## config.mk

```make
export PLATFORM = sky130hd
export DESIGN_NAME = look_elevator_dispatch
export DESIGN_NICKNAME = d
export VERILOG_FILES = /design/src/rtl/core/lkd_pkg.sv /design/src/rtl/core/lkd_cell.sv /design/src/rtl/core/look_elevator_dispatch.sv
export VERILOG_INCLUDE_DIRS = /design/src /design/src/rtl/core
export SDC_FILE = /design/constraint.sdc
export NUM_CORES = 1
export LEC_CHECK = 0
export BUFFER_PORTS_ARGS = -buffer_cell sky130_fd_sc_hd__buf_2
export CAP_MARGIN = 10
export CORE_MARGIN = 2
export CORE_UTILIZATION = 62
export CTS_BUF_LIST = sky130_fd_sc_hd__clkbuf_2 sky130_fd_sc_hd__clkbuf_4 sky130_fd_sc_hd__clkbuf_8
export CTS_CLUSTER_DIAMETER = 150
export DETAILED_ROUTE_END_ITERATION = 10
export PLACE_DENSITY_LB_ADDON = 0.25
export SLEW_MARGIN = 10
export SYNTH_ARGS = -nofsm -noshare
export SYNTH_HDL_FRONTEND = slang
export SYNTH_SLANG_ARGS = --single-unit
```

## constraint.sdc

```tcl
create_clock -name clk -period 2.7 [get_ports clk]
set_input_delay 0.135 -clock clk [delete_from_list [all_inputs] [get_ports clk]]
set_output_delay 0.135 -clock clk [all_outputs]
set_load 0.02 [all_outputs]
```

## src/rtl/core/look_elevator_dispatch_defines.svh

```systemverilog
// assertion macros shared by the dispatch rtl
`ifndef LOOK_ELEVATOR_DISPATCH_DEFINES_SVH
`define LOOK_ELEVATOR_DISPATCH_DEFINES_SVH

// consequent checked in the same cycle
`define LKD_ASSERT_SAME(lbl, ante, cons, msg) \
  lbl: assert property (@(posedge clk) disable iff (rst) (ante) |-> (cons)) else $error(msg);

// consequent checked in the next cycle
`define LKD_ASSERT_NEXT(lbl, ante, cons, msg) \
  lbl: assert property (@(posedge clk) disable iff (rst) (ante) |=> (cons)) else $error(msg);

`endif

```

## src/rtl/core/lkd_pkg.sv

```systemverilog
package lkd_pkg;

  localparam int FLOORS_DEF = 8;

  localparam logic [1:0] CMD_ADD   = 2'd0;
  localparam logic [1:0] CMD_CLEAR = 2'd1;
  localparam logic [1:0] CMD_QUERY = 2'd2;

  localparam logic [1:0] KIND_CAR   = 2'd0;
  localparam logic [1:0] KIND_UP    = 2'd1;
  localparam logic [1:0] KIND_DOWN  = 2'd2;
  localparam logic [1:0] KIND_BAD   = 2'd3;

  localparam logic [1:0] MOVE_IDLE = 2'd0;
  localparam logic [1:0] MOVE_UP   = 2'd1;
  localparam logic [1:0] MOVE_DOWN = 2'd2;

  // update and query control broadcast to every cell
  typedef struct packed {
    logic       wr;
    logic       add;
    logic       clear;
    logic [1:0] kind;
    logic [1:0] dir;
  } lkd_ctl_t;

  // answer of the addressed cell, zero from all others
  typedef struct packed {
    logic stop;
    logic above;
    logic below;
  } lkd_res_t;

endpackage

```

## src/rtl/core/lkd_cell.sv

```systemverilog
module lkd_cell
  import lkd_pkg::*;
(
  input  logic     clk,
  input  logic     rst,
  input  lkd_ctl_t ctl,
  input  logic     sel,
  input  logic     above_in,
  input  logic     below_in,
  output logic     above_out,
  output logic     below_out,
  output logic     any_call,
  output lkd_res_t res
);

  logic car, up, dn;
  logic car_next, up_next, dn_next;
  logic any_next;
  logic hit;

  assign hit = ctl.wr && sel;

  always_comb begin
    car_next = car;
    up_next  = up;
    dn_next  = dn;
    if (hit && ctl.add) begin
      unique case (ctl.kind)
        KIND_CAR:  car_next = 1'b1;
        KIND_UP:   up_next  = 1'b1;
        KIND_DOWN: dn_next  = 1'b1;
        default:   ;
      endcase
    end else if (hit && ctl.clear) begin
      car_next = 1'b0;
      up_next  = 1'b0;
      dn_next  = 1'b0;
    end
  end

  always_ff @(posedge clk) begin
    if (rst) begin
      car <= 1'b0;
      up  <= 1'b0;
      dn  <= 1'b0;
    end else if (ctl.wr) begin
      car <= car_next;
      up  <= up_next;
      dn  <= dn_next;
    end
  end

  // decisions run on the updated bits
  assign any_next  = car_next | up_next | dn_next;
  assign above_out = above_in | any_next;
  assign below_out = below_in | any_next;
  assign any_call  = car | up | dn;

  always_comb begin
    res = '0;
    if (sel) begin
      res.above = above_in;
      res.below = below_in;
      unique case (ctl.dir)
        MOVE_UP:   res.stop = car_next | up_next | (dn_next & ~above_in);
        MOVE_DOWN: res.stop = car_next | dn_next | (up_next & ~below_in);
        default:   res.stop = car_next;
      endcase
    end
  end

endmodule

```

## src/rtl/core/look_elevator_dispatch.sv

```systemverilog
// channel   handshake            payload
// in        in_valid/in_ready    command, floor_number, call_kind, travel_dir
// out       out_valid/out_ready  error_flag, stop_here, next_dir
//
// one item per cycle unless in_ready drops; the result appears in the output
// register the cycle after the item is taken, set by the above/below ripple
// through the cell row; reset clears all call bits and out_valid, no clearing
// pass; in_ready drops only while a result waits and out_ready is low
`include "look_elevator_dispatch_defines.svh"

module look_elevator_dispatch
  import lkd_pkg::*;
#(
  parameter int FLOORS = FLOORS_DEF
) (
  input  logic       clk,
  input  logic       rst,
  input  logic       in_valid,
  output logic       in_ready,
  input  logic [1:0] command,
  input  logic [3:0] floor_number,
  input  logic [1:0] call_kind,
  input  logic [1:0] travel_dir,
  output logic       out_valid,
  input  logic       out_ready,
  output logic       error_flag,
  output logic       stop_here,
  output logic [1:0] next_dir
);

  localparam logic [5:0] FLOORS_W = 6'(FLOORS);

  logic              in_fire;
  logic              in_range;
  logic              bad_kind;
  logic              ok;
  lkd_ctl_t          ctl;
  logic [FLOORS-1:0] sel;
  logic [FLOORS-1:0] above_ch;
  logic [FLOORS-1:0] below_ch;
  logic [FLOORS-1:0] any_vec;
  lkd_res_t          cell_res [FLOORS];
  lkd_res_t          pick;
  logic [1:0]        dir_calc;
  logic              out_err;
  logic              no_decision;
  logic              rejected;
  logic              clear_ok;
  logic              dir_legal;

  assign in_ready = !out_valid || out_ready;
  assign in_fire  = in_valid && in_ready;
  assign in_range = {2'b00, floor_number} < FLOORS_W;
  assign bad_kind = (command == CMD_ADD) && (call_kind == KIND_BAD);
  assign ok       = in_range && !bad_kind;

  assign ctl.wr    = in_fire && ok;
  assign ctl.add   = command == CMD_ADD;
  assign ctl.clear = command == CMD_CLEAR;
  assign ctl.kind  = call_kind;
  assign ctl.dir   = travel_dir;

  // each cell passes "calls above" down and "calls below" up
  for (genvar i = 0; i < FLOORS; i++) begin : g_cell
    logic a_in, b_in;
    if (i == FLOORS - 1) begin : g_top
      assign a_in = 1'b0;
    end else begin : g_mid_a
      assign a_in = above_ch[i+1];
    end
    if (i == 0) begin : g_bot
      assign b_in = 1'b0;
    end else begin : g_mid_b
      assign b_in = below_ch[i-1];
    end
    assign sel[i] = {2'b00, floor_number} == 6'(i);

    lkd_cell u_cell (
      .clk       (clk),
      .rst       (rst),
      .ctl       (ctl),
      .sel       (sel[i]),
      .above_in  (a_in),
      .below_in  (b_in),
      .above_out (above_ch[i]),
      .below_out (below_ch[i]),
      .any_call  (any_vec[i]),
      .res       (cell_res[i])
    );
  end

  always_comb begin
    pick = '0;
    for (int i = 0; i < FLOORS; i++) begin
      pick = pick | cell_res[i];
    end
  end

  always_comb begin
    if (travel_dir == MOVE_DOWN) begin
      dir_calc = pick.below ? MOVE_DOWN : (pick.above ? MOVE_UP : MOVE_IDLE);
    end else begin
      dir_calc = pick.above ? MOVE_UP : (pick.below ? MOVE_DOWN : MOVE_IDLE);
    end
  end

  always_ff @(posedge clk) begin
    if (rst) begin
      out_valid <= 1'b0;
    end else if (in_fire) begin
      out_valid <= 1'b1;
    end else if (out_ready) begin
      out_valid <= 1'b0;
    end
  end

  always_ff @(posedge clk) begin
    if (in_fire) begin
      error_flag <= !ok;
      stop_here  <= ok && pick.stop;
      next_dir   <= ok ? dir_calc : MOVE_IDLE;
    end
  end

  assign out_err     = out_valid && error_flag;
  assign no_decision = !stop_here && (next_dir == MOVE_IDLE);
  assign rejected    = in_fire && !ok;
  assign clear_ok    = in_fire && ok && (command == CMD_CLEAR);
  assign dir_legal   = (next_dir == MOVE_IDLE) || (next_dir == MOVE_UP) ||
                       (next_dir == MOVE_DOWN);

  `LKD_ASSERT_SAME(a_err_quiet, out_err, no_decision, "error item carries a decision")
  `LKD_ASSERT_NEXT(a_err_keeps, rejected, $stable(any_vec), "rejected item changed a call")
  `LKD_ASSERT_NEXT(a_clear_nostop, clear_ok, !stop_here, "stop on a cleared floor")
  `LKD_ASSERT_SAME(a_dir_code, out_valid, dir_legal, "unused direction code")

endmodule

```

==> flow_metrics.env <==
export IMPL_finClkSkew_ns=0.01189
export IMPL_max_vdd_ir_drop_mv=0.3086
export IMPL_finalWeightedCongestion=1.003
export IMPL_die_area_sq_um=4271
export IMPL_fin_tns_setup_ns=0
export IMPL_status="finished, final reports clean"
export IMPL_drtPass1Iterations=6
export IMPL_maxSlewHeadroom=0.5540
export IMPL_p_switching_uw=291.9
export IMPL_final_routed_wirelength_across_all_metal_layers_um=7835
export IMPL_p_comb_frac=0.151
export IMPL_static_leakage_power_uw=0.001136
export IMPL_cts_hold_repair_buffers=0
export IMPL_sinks_on_the_clock_net=29
export IMPL_drt_wirelength_per_cell_um=20.14
export IMPL_max_freq_ghz=0.3972
export IMPL_number_of_distinct_library_cells_after_synthesis=68
export IMPL_internal_power_uw=797.5
export IMPL_post_route_min_period_ns=2.517
export IMPL_postRouteAntennaNets=0
export IMPL_ys_flop_type="sky130_fd_sc_hd__dfxtp_1"
export IMPL_layout_nets=356
export IMPL_pwr_share_clk=0.442
export IMPL_unrepaired_setup_endpoints_after_global_routing="false"
export IMPL_sequential_share_of_power=0.407
export IMPL_synthesis_instances=305
export IMPL_cp_end_kind="flip-flop"
export IMPL_io_pins=20
export IMPL_layout_filler_cells=301
export IMPL_required_ns=2.82
export IMPL_swShare=0.2680
export IMPL_effective_utilization_at_floorplan=0.6422
export IMPL_total_power_uw=1089
export IMPL_cts_max_path_buffers=2
export IMPL_nets_in_the_synthesized_netlist=321
export IMPL_grt_use_total=0.3888
export IMPL_tritoncts="yes"
export IMPL_via_per_inst=7.103
export IMPL_post_synth_main_area_contributors="sky130_fd_sc_hd__dfxtp_1 (21%), sky130_fd_sc_hd__a211oi_1 (5.8%), sky130_fd_sc_hd__a21oi_1 (5.8%)"
export IMPL_area_delta_synth_final_pct=19.68
export IMPL_cpMaxStageDelayCell="sky130_fd_sc_hd__dfxtp_1"
export IMPL_worstPathCellList="nor2b_2 -> inv_2 -> buf_4 -> and4_1 -> a21o_1 -> nand4_1 -> o31ai_1 -> o2111ai_1 -> a21oi_1 -> nor3b_1"
export IMPL_fraction_of_the_core_area_covered_by_cells_at_the_end_of_the_flow=0.7686
export IMPL_netlist_area_leader_share=0.2145
export IMPL_die_width_um=65.35
export IMPL_coreArea_sq_um=3633
export IMPL_final_common_cell="sky130_fd_sc_hd__buf_4"
export IMPL_slew_viol_final=0
export IMPL_insertion_delay_ns=0.29
export IMPL_synthesis_area_sq_um=2333
export IMPL_placement_io_buffers=19
export IMPL_hold_viol_final=0
export IMPL_vias=2763
export IMPL_crit_arrival_ns=2.64
export IMPL_hpwlAfterDp_um=5682
export IMPL_final_layout_size_suffix_gt1_frac=0.2493
export IMPL_grt_antenna_before_repair=0
export IMPL_cts_clk_slew_worst_paths_ns=0.08
export IMPL_criticalPathCategory="reg2reg"
export IMPL_synth_enable_flop_cells=4
export IMPL_diodes=0
export IMPL_cts_root_buffer="sky130_fd_sc_hd__clkbuf_8"
export IMPL_grt_first_pass_wirelength_um=12620
export IMPL_synth_warning_count=0
export IMPL_postSynth_asyncResetShare=0
export IMPL_tightest_slew_ns=0.6598
export IMPL_post_synth_cell_area_avg_sq_um=7.651
export IMPL_fin_crit_sh=0.9324
export IMPL_max_cap_violations=0
export IMPL_cts_inserted_buffers=5
export IMPL_post_route_drc_count=0
export IMPL_layout_cells_most_common_list="sky130_fd_sc_hd__buf_4 (38), sky130_fd_sc_hd__a21oi_1 (27), sky130_fd_sc_hd__nor2_1 (26)"
export IMPL_number_of_global_route_vias_before_repair=2512
export IMPL_die_y_um=65.35
export IMPL_synth_seq_area_share=0.2660
export IMPL_globalRoute_totalOverflow=0
export IMPL_crit_path_max_fanout=14
export IMPL_power_density_nw_per_um2=390.1
export IMPL_cpPeakStageDelay_ns=0.31
export IMPL_dr_first_iter_drc_count=345
export IMPL_start_kind="flip-flop"
export IMPL_synth_ff_latch_count=29
export IMPL_worst_hold_check_path_type="in2reg"
export IMPL_grt_max_degree=26
export IMPL_synth_top_area_cell="sky130_fd_sc_hd__dfxtp_1"
export IMPL_placement_rows=22
export IMPL_report_final_setup_viol=0
export IMPL_clock_tree_htree_level_count=2
-- cells in the mapped netlist, types with 2 or more instances --
cell type and number:
sky130_fd_sc_hd__o311a_1 2, sky130_fd_sc_hd__a21o_1 2, sky130_fd_sc_hd__a211o_1 3, sky130_fd_sc_hd__nor4_1 4
sky130_fd_sc_hd__edfxtp_1 4, sky130_fd_sc_hd__a211oi_1 18, sky130_fd_sc_hd__nand4b_1 3, sky130_fd_sc_hd__nand4_1 10
sky130_fd_sc_hd__nor3b_1 2, sky130_fd_sc_hd__a22oi_1 6, sky130_fd_sc_hd__or2_2 2, sky130_fd_sc_hd__o31a_1 2
sky130_fd_sc_hd__nor3_1 25, sky130_fd_sc_hd__a41oi_1 2, sky130_fd_sc_hd__clkbuf_1 16, sky130_fd_sc_hd__a31oi_1 7
sky130_fd_sc_hd__a22o_1 6, sky130_fd_sc_hd__and4bb_2 2, sky130_fd_sc_hd__or3_1 2, sky130_fd_sc_hd__o221ai_1 3
sky130_fd_sc_hd__dfxtp_1 25, sky130_fd_sc_hd__nand2b_1 2, sky130_fd_sc_hd__nand2_1 11, sky130_fd_sc_hd__and2_1 6
sky130_fd_sc_hd__inv_1 8, sky130_fd_sc_hd__a21oi_1 27, sky130_fd_sc_hd__and3_1 6, sky130_fd_sc_hd__o211ai_1 3
sky130_fd_sc_hd__o21ai_0 8, sky130_fd_sc_hd__nand3_1 5, sky130_fd_sc_hd__nor2b_1 4, sky130_fd_sc_hd__ha_1 2
sky130_fd_sc_hd__buf_2 12, sky130_fd_sc_hd__o31ai_1 3, sky130_fd_sc_hd__and4_1 2, sky130_fd_sc_hd__nor2_1 26
sky130_fd_sc_hd__nor4b_1 2, sky130_fd_sc_hd__a2111oi_0 2
-- critical path, delay by kind of cell (launching register included) --
| family | cells | cell delay [ns] |
|---|---|---|
| AO/OA/AOI/OAI | 4 | 0.87 |
| AND/OR/NAND/NOR | 4 | 0.80 |
| buffers and inverters | 2 | 0.35 |
| flip-flops | 1 | 0.31 |
-- state kept, by name (all words and copies together), names as in the netlist --
| signal | cells |
|---|---|
| stop_here | 1 |
| g_cell.u_cell.car | 8 |
| out_valid | 1 |
| g_cell.u_cell.up | 8 |
| error_flag | 1 |
| next_dir | 2 |
| g_cell.u_cell.dn | 8 |
-- routing by layer --
layer,share of wire,global-route usage
met3,0.093,0.1027
met4,0.057,0.2240
met2,0.44,0.6046
met5,0,0
met1,0.41,0.4840
-- kinds of logic after synthesis --
| group | count (synthesis) | share of synthesized area |
|---|---|---|
| compound gates | 110 | 0.3378 |
| fa+ha+maj | 2 | 0.01072 |
| buf+inv | 38 | 0.06756 |
| flops | 29 | 0.2660 |
| mux | 1 | 0.004825 |
| simple gates | 125 | 0.3131 |
-- area by class of cell --
class                           instances  area [sq um]  share of cell area
Clock buffer                            6         82.58             0.02957
Clock inverter                          2         37.54             0.01344
Inverter                                9         33.78             0.01210
Multi-Input combinational cell        238          1578              0.5650
Sequential cell                        29         620.6              0.2222
Tap cell                               48         60.06             0.02151
Timing Repair Buffer                   57         380.4              0.1362
-- power by group through the flow --
stage	sequential [uW]	combinational (uW)	clock (uW)
floorplan	458	86.6	0
global placement	453	153	0
detailed placement	453	155	0
CTS	443	156	486
global route	443	174	496
finish	443	164	482
-- stage by stage --
| stage | cells | hold WS [ns] | setup WS [ns] | instance area (sq um) |
|---|---|---|---|---|
| after floorplan | 305 | 0.2557 | 0.1423 | 2333 |
| after global placement | 379 | 0.3886 | 0.09665 | 2635 |
| after detailed placement | 379 | 0.3977 | 0.08437 | 2635 |
| after CTS | 387 | 0.1000 | 0.05799 | 2755 |
| after global routing | 389 | 0.1532 | 0.03489 | 2793 |
| final | 389 | 0.1069 | 0.1825 | 2793 |
-- worst paths after layout --
kind                                    startpoint                          endpoint  slack, ns  cells after the start
setup / recovery            out_valid$_SDFFE_PP0P_         next_dir[0]$_SDFFCE_PP0P_       0.18                     10
hold reg to reg   g_cell[0].u_cell.dn$_SDFFE_PP0N_  g_cell[0].u_cell.dn$_SDFFE_PP0N_       0.51                      2
hold / removal                            in_valid            out_valid$_SDFFE_PP0P_       0.11                      3
setup reg to reg            out_valid$_SDFFE_PP0P_         next_dir[0]$_SDFFCE_PP0P_       0.18                     10
-- timing repair --
| item | 4_1_cts | 5_1_grt |
|---|---|---|
| endpoints found under the setup margin | 0 | 3 |
| gates resized for setup | 0 | 7 |
| buffers inserted | 0 | 2 |
No activity file was read; power rests on OpenSTA's default activity.
